[src/design/cpre_pkg.sv]
`default_nettype none
// ----------------------------------------------------------------------------
// cpre_pkg
// Shared types and constants of the clipped pixel run extractor.
// ----------------------------------------------------------------------------
package cpre_pkg;

	// default largest tile or window dimension
	localparam int MAX_DIM_DEF = 2048;
	// largest number of used bytes in a pixel word
	localparam int MAX_BYTES = 4;

	// fixed field widths
	localparam int PIX_W   = 32;
	localparam int START_W = 22;
	localparam int LEN_W   = 12;
	localparam int RUNS_W  = 22;
	localparam int KEPT_W  = 23;
	localparam int CFG_W   = 12;
	localparam int IDX_W   = 3;
	localparam int BPP_W   = 3;

	// configuration register indexes
	typedef enum logic [IDX_W-1:0] {
		REG_BPP,
		REG_ORIGIN_X,
		REG_ORIGIN_Y,
		REG_TILE_W,
		REG_TILE_H,
		REG_WIN_W,
		REG_WIN_H,
		REG_KEEP_ALL
	} reg_idx_t;

	// result kinds
	typedef enum logic {
		KIND_PIXEL,
		KIND_HEADER
	} kind_t;

	// raw configuration register values
	typedef struct packed {
		logic [BPP_W-1:0] bpp;
		logic [CFG_W-1:0] origin_x;
		logic [CFG_W-1:0] origin_y;
		logic [CFG_W-1:0] tile_w;
		logic [CFG_W-1:0] tile_h;
		logic [CFG_W-1:0] win_w;
		logic [CFG_W-1:0] win_h;
		logic             keep_all;
	} cfg_t;

	// one result item
	typedef struct packed {
		kind_t              kind;
		logic [PIX_W-1:0]   value;
		logic [START_W-1:0] start;
		logic [LEN_W-1:0]   length;
		logic [RUNS_W-1:0]  runs;
		logic [KEPT_W-1:0]  kept;
		logic               done;
		logic               last;
	} res_t;

	// all results of one pixel, data word first
	typedef struct packed {
		logic [1:0] count;
		res_t       item0;
		res_t       item1;
	} step_t;

endpackage
`default_nettype wire

[src/design/cpre_cfg_regs.sv]
`default_nettype none
// ----------------------------------------------------------------------------
// cpre_cfg_regs
// Configuration register file, written one register per request.
// ----------------------------------------------------------------------------
module cpre_cfg_regs (
	input  wire logic                      clk,
	input  wire logic                      arst_n,
	input  wire logic                      wr_en,
	input  wire logic [cpre_pkg::IDX_W-1:0] wr_index,
	input  wire logic [cpre_pkg::CFG_W-1:0] wr_data,
	output cpre_pkg::cfg_t                 cfg
);
	import cpre_pkg::*;

	cfg_t cfg_q;

	// register writes
	always_ff @(posedge clk or negedge arst_n) begin
		if (!arst_n) begin
			cfg_q.bpp      <= BPP_W'(1);
			cfg_q.origin_x <= '0;
			cfg_q.origin_y <= '0;
			cfg_q.tile_w   <= CFG_W'(1);
			cfg_q.tile_h   <= CFG_W'(1);
			cfg_q.win_w    <= CFG_W'(1);
			cfg_q.win_h    <= CFG_W'(1);
			cfg_q.keep_all <= 1'b0;
		end else if (wr_en) begin
			case (reg_idx_t'(wr_index))
				REG_BPP:      cfg_q.bpp      <= wr_data[BPP_W-1:0];
				REG_ORIGIN_X: cfg_q.origin_x <= wr_data;
				REG_ORIGIN_Y: cfg_q.origin_y <= wr_data;
				REG_TILE_W:   cfg_q.tile_w   <= wr_data;
				REG_TILE_H:   cfg_q.tile_h   <= wr_data;
				REG_WIN_W:    cfg_q.win_w    <= wr_data;
				REG_WIN_H:    cfg_q.win_h    <= wr_data;
				REG_KEEP_ALL: cfg_q.keep_all <= wr_data[0];
				default:      cfg_q          <= cfg_q;
			endcase
		end
	end

	assign cfg = cfg_q;

endmodule
`default_nettype wire

[src/design/cpre_run_core.sv]
`default_nettype none
// ----------------------------------------------------------------------------
// cpre_run_core
// Clipping, on test and run tracking for one pixel; holds position and totals.
// ----------------------------------------------------------------------------
module cpre_run_core #(
	parameter int MAX_DIM = cpre_pkg::MAX_DIM_DEF
) (
	input  wire logic                      clk,
	input  wire logic                      arst_n,
	input  cpre_pkg::cfg_t                 cfg,
	input  wire logic                      step_en,
	input  wire logic [cpre_pkg::PIX_W-1:0] pixel,
	output cpre_pkg::step_t                step
);
	import cpre_pkg::*;

	localparam int DIM_W = $clog2(MAX_DIM + 1);
	localparam int COL_W = $clog2(MAX_DIM);
	localparam int CW    = (DIM_W > CFG_W) ? DIM_W : CFG_W;
	localparam int XW    = CW + 2;
	localparam int PW    = COL_W + DIM_W;
	localparam int SW    = (PW + 1 > START_W) ? PW + 1 : START_W;

	function automatic logic [DIM_W-1:0] clamp_dim(input logic [CFG_W-1:0] v);
		logic [CW-1:0] w;
		logic [CW-1:0] r;
		w = CW'(v);
		if (w == '0)
			r = CW'(1);
		else if (w > CW'(MAX_DIM))
			r = CW'(MAX_DIM);
		else
			r = w;
		return r[DIM_W-1:0];
	endfunction

	logic [COL_W-1:0]   column_q;
	logic [COL_W-1:0]   row_q;
	logic               in_run_q;
	logic [START_W-1:0] run_origin_q;
	logic [LEN_W-1:0]   run_count_q;
	logic [RUNS_W-1:0]  runs_q;
	logic [KEPT_W-1:0]  kept_q;

	logic [DIM_W-1:0]      tw_c, th_c, ww_c, wh_c;
	logic [3:0]            bpp_c;
	logic [PIX_W-1:0]      used;
	logic signed [XW-1:0]  wx, wy, ww_s, wh_s, ww_m1;
	logic                  in_win, on, row_end, tile_end, at_edge;
	logic                  close_edge, close_off, starting;
	logic [PW-1:0]         prod;
	logic [SW-1:0]         org_sum;
	logic [START_W-1:0]    origin_now;
	logic [LEN_W-1:0]      cnt_inc;
	logic [KEPT_W-1:0]     kept_inc;
	res_t                  pix_item, hdr_item;

	// clamp the size and byte count registers
	always_comb begin
		tw_c = clamp_dim(cfg.tile_w);
		th_c = clamp_dim(cfg.tile_h);
		ww_c = clamp_dim(cfg.win_w);
		wh_c = clamp_dim(cfg.win_h);
		if (cfg.bpp == '0)
			bpp_c = 4'd1;
		else if (4'(cfg.bpp) > 4'(MAX_BYTES))
			bpp_c = 4'(MAX_BYTES);
		else
			bpp_c = 4'(cfg.bpp);
	end

	// mask off unused bytes
	always_comb begin
		for (int b = 0; b < PIX_W / 8; b++) begin
			used[8*b +: 8] = (4'(b) < bpp_c) ? pixel[8*b +: 8] : 8'd0;
		end
	end

	// window position and clipping
	assign wx    = $signed({{(XW-CFG_W){cfg.origin_x[CFG_W-1]}}, cfg.origin_x})
	             + $signed({{(XW-COL_W){1'b0}}, column_q});
	assign wy    = $signed({{(XW-CFG_W){cfg.origin_y[CFG_W-1]}}, cfg.origin_y})
	             + $signed({{(XW-COL_W){1'b0}}, row_q});
	assign ww_s  = $signed({{(XW-DIM_W){1'b0}}, ww_c});
	assign wh_s  = $signed({{(XW-DIM_W){1'b0}}, wh_c});
	assign ww_m1 = ww_s - $signed({{(XW-1){1'b0}}, 1'b1});

	assign in_win   = !wx[XW-1] && (wx < ww_s) && !wy[XW-1] && (wy < wh_s);
	assign on       = in_win && (cfg.keep_all || (used != '0));
	assign at_edge  = (wx == ww_m1);
	assign row_end  = ((DIM_W+1)'(column_q) + (DIM_W+1)'(1)) >= (DIM_W+1)'(tw_c);
	assign tile_end = row_end
	               && (((DIM_W+1)'(row_q) + (DIM_W+1)'(1)) >= (DIM_W+1)'(th_c));

	// run start address of the current pixel
	assign prod       = PW'(wy[COL_W-1:0]) * PW'(ww_c);
	assign org_sum    = SW'(prod) + SW'(wx[COL_W-1:0]);
	assign origin_now = org_sum[START_W-1:0];

	// run bookkeeping
	assign starting   = on && !in_run_q;
	assign close_edge = on && (at_edge || row_end);
	assign close_off  = !on && in_run_q;
	assign cnt_inc    = (in_run_q ? run_count_q : LEN_W'(0)) + LEN_W'(1);
	assign kept_inc   = kept_q + KEPT_W'(1);

	// result items
	always_comb begin
		pix_item.kind   = KIND_PIXEL;
		pix_item.value  = used;
		pix_item.start  = '0;
		pix_item.length = '0;
		pix_item.runs   = runs_q;
		pix_item.kept   = kept_inc;
		pix_item.done   = tile_end;
		pix_item.last   = !close_edge;

		hdr_item.kind   = KIND_HEADER;
		hdr_item.value  = '0;
		hdr_item.start  = starting ? origin_now : run_origin_q;
		hdr_item.length = on ? cnt_inc : run_count_q;
		hdr_item.runs   = runs_q + RUNS_W'(1);
		hdr_item.kept   = on ? kept_inc : kept_q;
		hdr_item.done   = tile_end;
		hdr_item.last   = 1'b1;

		if (on) begin
			step.count = close_edge ? 2'd2 : 2'd1;
			step.item0 = pix_item;
		end else begin
			step.count = close_off ? 2'd1 : 2'd0;
			step.item0 = hdr_item;
		end
		step.item1 = hdr_item;
	end

	// position, run and totals
	always_ff @(posedge clk or negedge arst_n) begin
		if (!arst_n) begin
			column_q     <= '0;
			row_q        <= '0;
			in_run_q     <= 1'b0;
			run_origin_q <= '0;
			run_count_q  <= '0;
			runs_q       <= '0;
			kept_q       <= '0;
		end else if (step_en) begin
			if (tile_end) begin
				column_q     <= '0;
				row_q        <= '0;
				in_run_q     <= 1'b0;
				run_origin_q <= '0;
				run_count_q  <= '0;
				runs_q       <= '0;
				kept_q       <= '0;
			end else begin
				if (row_end) begin
					column_q <= '0;
					row_q    <= row_q + COL_W'(1);
				end else begin
					column_q <= column_q + COL_W'(1);
				end
				in_run_q <= on && !close_edge;
				if (starting)
					run_origin_q <= origin_now;
				run_count_q <= (on && !close_edge) ? cnt_inc : LEN_W'(0);
				if (close_off || close_edge)
					runs_q <= runs_q + RUNS_W'(1);
				if (on)
					kept_q <= kept_inc;
			end
		end
	end

endmodule
`default_nettype wire

[src/design/cpre_out_buf.sv]
`default_nettype none
// ----------------------------------------------------------------------------
// cpre_out_buf
// Two-slot result register; a pixel's data word leaves before its header.
// ----------------------------------------------------------------------------
module cpre_out_buf (
	input  wire logic       clk,
	input  wire logic       arst_n,
	input  wire logic       push,
	input  cpre_pkg::step_t step,
	input  wire logic       stall,
	output wire logic       valid,
	output wire logic       room,
	output cpre_pkg::res_t  head
);
	import cpre_pkg::*;

	res_t       slot0_q, slot1_q;
	logic [1:0] cnt_q;
	logic       pop;

	assign valid = (cnt_q != 2'd0);
	assign pop   = valid && !stall;
	// free once the head leaves and nothing is behind it
	assign room  = (cnt_q == 2'd0) || ((cnt_q == 2'd1) && pop);
	assign head  = slot0_q;

	// fill count
	always_ff @(posedge clk or negedge arst_n) begin
		if (!arst_n)
			cnt_q <= 2'd0;
		else if (push)
			cnt_q <= step.count;
		else if (pop)
			cnt_q <= cnt_q - 2'd1;
	end

	// result slots
	always_ff @(posedge clk) begin
		if (push) begin
			slot0_q <= step.item0;
			slot1_q <= step.item1;
		end else if (pop) begin
			slot0_q <= slot1_q;
		end
	end

endmodule
`default_nettype wire

[src/design/clipped_pixel_run_extractor.sv]
`default_nettype none
// ----------------------------------------------------------------------------
// clipped_pixel_run_extractor
// Clips a raster tile to a display window and turns on pixels into data
// words plus run headers, with running run and pixel totals.
// ----------------------------------------------------------------------------
//  channel  direction  handshake             payload
//  pix      in         pix_valid/pix_stall   pixel_word
//  res      out        res_valid/res_stall   item_kind .. last
//  cfg      in         cfg_valid/cfg_ready   cfg_index, cfg_data
//
//  A pixel is held in the input register and processed into the result register.
//  One pixel per clock while res_stall is low and no pixel gives two results;
//  a pixel that gives a data word and a header fills both result slots, so the
//  next pixel waits in the input register until the data word has left.
//  Reset sets the registers to their defaults and clears position and totals.
//  res_stall reaches pix_stall in the same cycle through the result register.
// ----------------------------------------------------------------------------
module clipped_pixel_run_extractor #(
	parameter int MAX_DIM = cpre_pkg::MAX_DIM_DEF
) (
	input  wire logic                        clk,
	input  wire logic                        arst_n,
	input  wire logic                        pix_valid,
	output wire logic                        pix_stall,
	input  wire logic [cpre_pkg::PIX_W-1:0]   pixel_word,
	output wire logic                        res_valid,
	input  wire logic                        res_stall,
	output wire logic                        item_kind,
	output wire logic [cpre_pkg::PIX_W-1:0]   pixel_value,
	output wire logic [cpre_pkg::START_W-1:0] run_start,
	output wire logic [cpre_pkg::LEN_W-1:0]   run_length,
	output wire logic [cpre_pkg::RUNS_W-1:0]  runs_total,
	output wire logic [cpre_pkg::KEPT_W-1:0]  on_total,
	output wire logic                        tile_done,
	output wire logic                        last,
	input  wire logic                        cfg_valid,
	output wire logic                        cfg_ready,
	input  wire logic [cpre_pkg::IDX_W-1:0]   cfg_index,
	input  wire logic [cpre_pkg::CFG_W-1:0]   cfg_data
);
	import cpre_pkg::*;

	cfg_t             cfg;
	step_t            step;
	res_t             head;
	logic             vld_s1;
	logic [PIX_W-1:0] pix_s1;
	logic             room, proc, pix_take;

	assign cfg_ready = 1'b1;

	cpre_cfg_regs u_cfg (
		.clk      (clk),
		.arst_n   (arst_n),
		.wr_en    (cfg_valid && cfg_ready),
		.wr_index (cfg_index),
		.wr_data  (cfg_data),
		.cfg      (cfg)
	);

	// input register
	assign proc      = vld_s1 && room;
	assign pix_stall = vld_s1 && !proc;
	assign pix_take  = pix_valid && !pix_stall;

	always_ff @(posedge clk or negedge arst_n) begin
		if (!arst_n)
			vld_s1 <= 1'b0;
		else if (pix_take)
			vld_s1 <= 1'b1;
		else if (proc)
			vld_s1 <= 1'b0;
	end

	always_ff @(posedge clk) begin
		if (pix_take)
			pix_s1 <= pixel_word;
	end

	cpre_run_core #(
		.MAX_DIM (MAX_DIM)
	) u_core (
		.clk     (clk),
		.arst_n  (arst_n),
		.cfg     (cfg),
		.step_en (proc),
		.pixel   (pix_s1),
		.step    (step)
	);

	cpre_out_buf u_out (
		.clk    (clk),
		.arst_n (arst_n),
		.push   (proc),
		.step   (step),
		.stall  (res_stall),
		.valid  (res_valid),
		.room   (room),
		.head   (head)
	);

	// result ports
	assign item_kind   = head.kind;
	assign pixel_value = head.value;
	assign run_start   = head.start;
	assign run_length  = head.length;
	assign runs_total  = head.runs;
	assign on_total    = head.kept;
	assign tile_done   = head.done;
	assign last        = head.last;

`ifndef SYNTHESIS
	// a header always closes the results of its pixel
	a_header_last: assert property (@(posedge clk) disable iff (!arst_n)
		(res_valid && head.kind == KIND_HEADER) |-> head.last)
		else $error("run header not marked last");

	// a data word that is not last is followed by its header
	a_word_then_header: assert property (@(posedge clk) disable iff (!arst_n)
		(res_valid && !res_stall && head.kind == KIND_PIXEL && !head.last)
		|=> (res_valid && head.kind == KIND_HEADER))
		else $error("data word not followed by its run header");

	// input stalls only while a pixel waits in the input register
	a_stall_cause: assert property (@(posedge clk) disable iff (!arst_n)
		pix_stall |-> (vld_s1 && !room))
		else $error("input stalled with free input register");
`endif

endmodule
`default_nettype wire

[config.mk]
export PLATFORM = sky130hd
export DESIGN_NAME = clipped_pixel_run_extractor
export DESIGN_NICKNAME = d
export VERILOG_FILES = /design/src/design/cpre_pkg.sv /design/src/design/cpre_cfg_regs.sv /design/src/design/cpre_run_core.sv /design/src/design/cpre_out_buf.sv /design/src/design/clipped_pixel_run_extractor.sv
export SDC_FILE = /design/constraint.sdc
export NUM_CORES = 1
export LEC_CHECK = 0
export BUFFER_PORTS_ARGS = -buffer_cell sky130_fd_sc_hd__buf_4
export CORE_AREA = 4 4 293 295
export DETAILED_ROUTE_END_ITERATION = 12
export DIE_AREA = 0 0 297 299
export HOLD_SLACK_MARGIN = 0.08
export SYNTH_ARGS = -nofsm -noshare
export SYNTH_HDL_FRONTEND = slang
export SYNTH_HIERARCHICAL = 1
export SYNTH_SLANG_ARGS = --single-unit
[constraint.sdc]
create_clock -name clk -period 10.47 [get_ports clk]
set_clock_uncertainty 0.2 [all_clocks]
set_input_delay 0 -clock clk [delete_from_list [all_inputs] [get_ports clk]]
set_output_delay 0 -clock clk [all_outputs]
set_load 0.01 [all_outputs]
==> impl_metrics.json <==
{
  "fmax_mhz": 124,
  "vdd.ir_drop.worst_mv": 0.456,
  "gp_routability_congestion": 0.831,
  "detailedPlacementHpwl_um": 45700,
  "cts_tree": "built",
  "stdcell_count": 3764,
  "ys_seq_area_share_pct": 45.3,
  "worst_ep_arrival_time_ns": 8.20,
  "required_time_reported_for_the_critical_path_endpoint_ns": 10.61,
  "final.min_clock_period_ns": 8.06,
  "regToRegSetupSlack_ns": 2.41,
  "worst_skew_pair.late_latency_ns": 0.59,
  "syn_area_per_cell_sq_um": 11.2,
  "layout_worst_path_cycle_share_pct": 76.9,
  "cp.buffers_inverters": 4,
  "die_height_um": 299,
  "dieWidth_um": 297,
  "synth_cell_type_count": 84,
  "static-leakage-power_nw": 13.8,
  "clock_sink_count": 441,
  "pin_count_of_the_biggest_net_entering_global_routing": 78,
  "path_common_cell": "sky130_fd_sc_hd__fa_1",
  "crit_cells": 28,
  "p_comb_share_pct": 54.1,
  "placement.io_buffers": 167,
  "final_slew_violations": 0,
  "tritoncts.num_buffers": 51,
  "root_buffer": "sky130_fd_sc_hd__clkbuf_16",
  "power.clock.fraction_pct": 17.3,
  "worst-r2r-cell-count": 28,
  "switching_share_pct": 41.4,
  "powerDensity_nw_per_um2": 324,
  "run_status": "complete, no violations",
  "groute.usage.overall_pct": 14.5,
  "synth_area_leaders": "sky130_fd_sc_hd__edfxtp_1 29%, sky130_fd_sc_hd__dfrtp_1 16%, sky130_fd_sc_hd__fa_1 7.4%",
  "sequential_cell_area_sq_um": 12300,
  "timing.hold.worst_path_depth": 3,
  "global_route_congestion_overflow_total": 0,
  "worst-path-max-fanout": 10,
  "clk_transition_reported_paths_ns": 0.06,
  "setup_tns_ns": 0,
  "detail_route.drc_violations": 0,
  "first_iter_violations": 1120,
  "synthDominantCellAreaShare_pct": 28.6,
  "nFillCells": 8072,
  "max_slew.worst_pin.slew_ns": 1.17,
  "route.vias.total": 18500,
  "timing.slew.headroom_pct": 22.3,
  "antenna_found_initial": 1,
  "number_of_global_route_vias_before_repair": 18500,
  "unrepaired_setup_endpoints_after_global_routing": "no",
  "post-place-cells": 3577,
  "ctsHtreeMaxLevel": 2,
  "synth_seq_cells": 441,
  "num-nets-final": 2929,
  "netlist_instances": 2433,
  "wl_per_cell_um": 17.5,
  "synth.cells.most_frequent": "268 x sky130_fd_sc_hd__nand2_1, 260 x sky130_fd_sc_hd__edfxtp_1, 209 x sky130_fd_sc_hd__inv_1",
  "clockBufferDepth": 3,
  "setup_slack_ns": 2.41,
  "gate_family_responsible_for_the_most_delay_along_the_worst_path": "adder cells",
  "netlist.top_cell.by_area": "sky130_fd_sc_hd__edfxtp_1",
  "post_drt_antenna_nets": 0,
  "drt-pass1-iter-count": 7,
  "design_power_total_mw": 10.3,
  "route.detailed.vias_per_inst": 4.91,
  "max_stage_delay_ns": 0.71,
  "io_pins": 169,
  "critical_path.startpoint_type": "flip-flop",
  "report.final.hold_viol_count": 0,
  "yosysMostFrequentCell": "sky130_fd_sc_hd__nand2_1",
  "grt_pass1_wl_um": 105000,
  "dominantRegCellSynth": "sky130_fd_sc_hd__edfxtp_1",
  "setup.worst_path.end_class": "flip-flop",
  "placementRows": 106,
  "net_switching_component_of_the_power_mw": 4.28,
  "synth_area_sq_um": 27300,
  "cts_setup_buffers": 0,
  "synth-edff-count": 260,
  "area_of_combinational_cells_with_multiple_inputs_sq_um": 13300,
  "drive_gt1_share_pct": 19.1,
  "ys_warn_count": 6,
  "setup-violations-final": 0,
  "routed_wirelength_um": 65800,
  "worst_path_max_delay_cell": "sky130_fd_sc_hd__xor2_1",
  "intPower_mw": 6.05,
  "cap_violations": 0,
  "placeableCoreArea_sq_um": 83200,
  "area_growth_syn_to_layout_pct": 16.8,
  "fraction_of_registers_with_async_set_reset_pct": 41.0,
  "die-area_sq_um": 88800,
  "p_seq_share_pct": 28.6,
  "worst_hold_path_type": "in -> reg",
  "pre_cts_slack_ns": 2.38,
  "timing.setup.critical_path_class": "reg -> reg",
  "start_util_pct": 32.8
}
-- timing repair --
action                                  4_1_cts  5_1_grt
gates resized for setup                       0        0
endpoints found under the setup margin        0        0
hold buffers                                 90        0
hold endpoints to repair                    343        0
-- sequential cells by signal, summed over array words and instances, names as in the netlist --
signal               flops
u_core/run_origin_q     22
u_out/cnt_q              2
u_core/in_run_q          1
u_core/run_count_q      12
u_core/kept_q           23
u_core/row_q            11
u_cfg/cfg               76
pix_s1                  32
u_core/column_q         11
u_out/slot1_q          114
u_core/runs_q           22
vld_s1                   1
u_out/head             114
-- cell families after synthesis --
family          count (synthesis)  share of synthesized area, %
simple gates                  717                          12.7
buf+inv                       374                          6.57
xor+xnor                      126                          4.15
compound gates                340                          9.12
mux                           195                          8.46
fa+ha+maj                     237                          13.7
flops                         441                          45.3
other cells                     3                        0.0413
-- layer usage --
| metal | track usage, % | share of wire [%] | vias up |
|---|---|---|---|
| li1 | - | - | 8866 |
| met1 | 20.2 | 47 | 9112 |
| met2 | 23.8 | 47 | 399 |
| met3 | 2.33 | 4.6 | 90 |
| met4 | 3.50 | 2.0 | 0 |
| met5 | 0 | 0 | - |
-- power groups by stage --
stage / Sequential (mW) / Clock (mW) / Combinational [mW]
2_1_floorplan: 3.01 / 0 / 3.96
4_1_cts: 2.97 / 1.84 / 5.68
5_1_grt: 3.02 / 1.92 / 6.31
3_3_place_gp: 2.98 / 0 / 5.54
6_report: 2.96 / 1.79 / 5.59
3_5_place_dp: 3.00 / 0 / 5.59
-- area by class of cell --
| cell class | instances | share of cell area [%] |
|---|---|---|
| diodes | 1 | 0.00786 |
| clock buffers | 68 | 4.47 |
| clock inverters | 28 | 0.888 |
| inverters | 211 | 2.49 |
| multi-input cells | 1650 | 41.7 |
| flip-flops and latches | 441 | 38.8 |
| well taps | 1080 | 4.24 |
| repair buffers | 285 | 7.50 |
-- placed cells by master, fill, tap and decap left out, drive strengths merged, types with 20 or more instances in the layout --
cell type    count
a22o            20
nor4            21
or3             22
nand3           60
nor2           134
a21o            29
xnor2           82
clkbuf          69
conb            35
inv            214
nor3            24
dfrtp          176
fa             101
nand2b          21
and3            35
nand2          268
o211ai          28
xor2            42
and2            63
ha             136
o31ai           31
dlygate4sd3     89
buf            195
mux2           193
a21oi           50
o21ai           65
edfxtp         260
-- worst min-delay path, cell delays in order --
cell	delay, ns
sky130_fd_sc_hd__dlygate4sd3_1	0.52
sky130_fd_sc_hd__buf_4	0.18
sky130_fd_sc_hd__mux2_4	0.16
-- worst paths after layout --
| check | startpoint | end |
|---|---|---|
| worst min register to register | u_core/run_origin_q[15] | u_core/run_origin_q[15] |
| worst max-delay path | u_core/row_q[1] | u_out/slot1_q[80] |
| worst max register to register | u_core/row_q[1] | u_out/slot1_q[80] |
| max in group asynchronous | arst_n | u_core/run_origin_q[5] |
| worst min-delay path | cfg_data[10] | u_cfg/cfg[71] |
| min in group asynchronous | arst_n | u_cfg/cfg[13] |
-- per-stage QoR --
step	area, sq um	hold slack (ns)	util (%)
2_1_floorplan	27400	-0.496	-
3_3_place_gp	29200	-0.190	35.1
3_5_place_dp	29200	-0.192	35.1
4_1_cts	31800	0.0882	38.3
5_1_grt	31800	0.112	38.3
6_report	31800	0.107	38.3
Note: power is estimated with default switching activity, not from simulation.
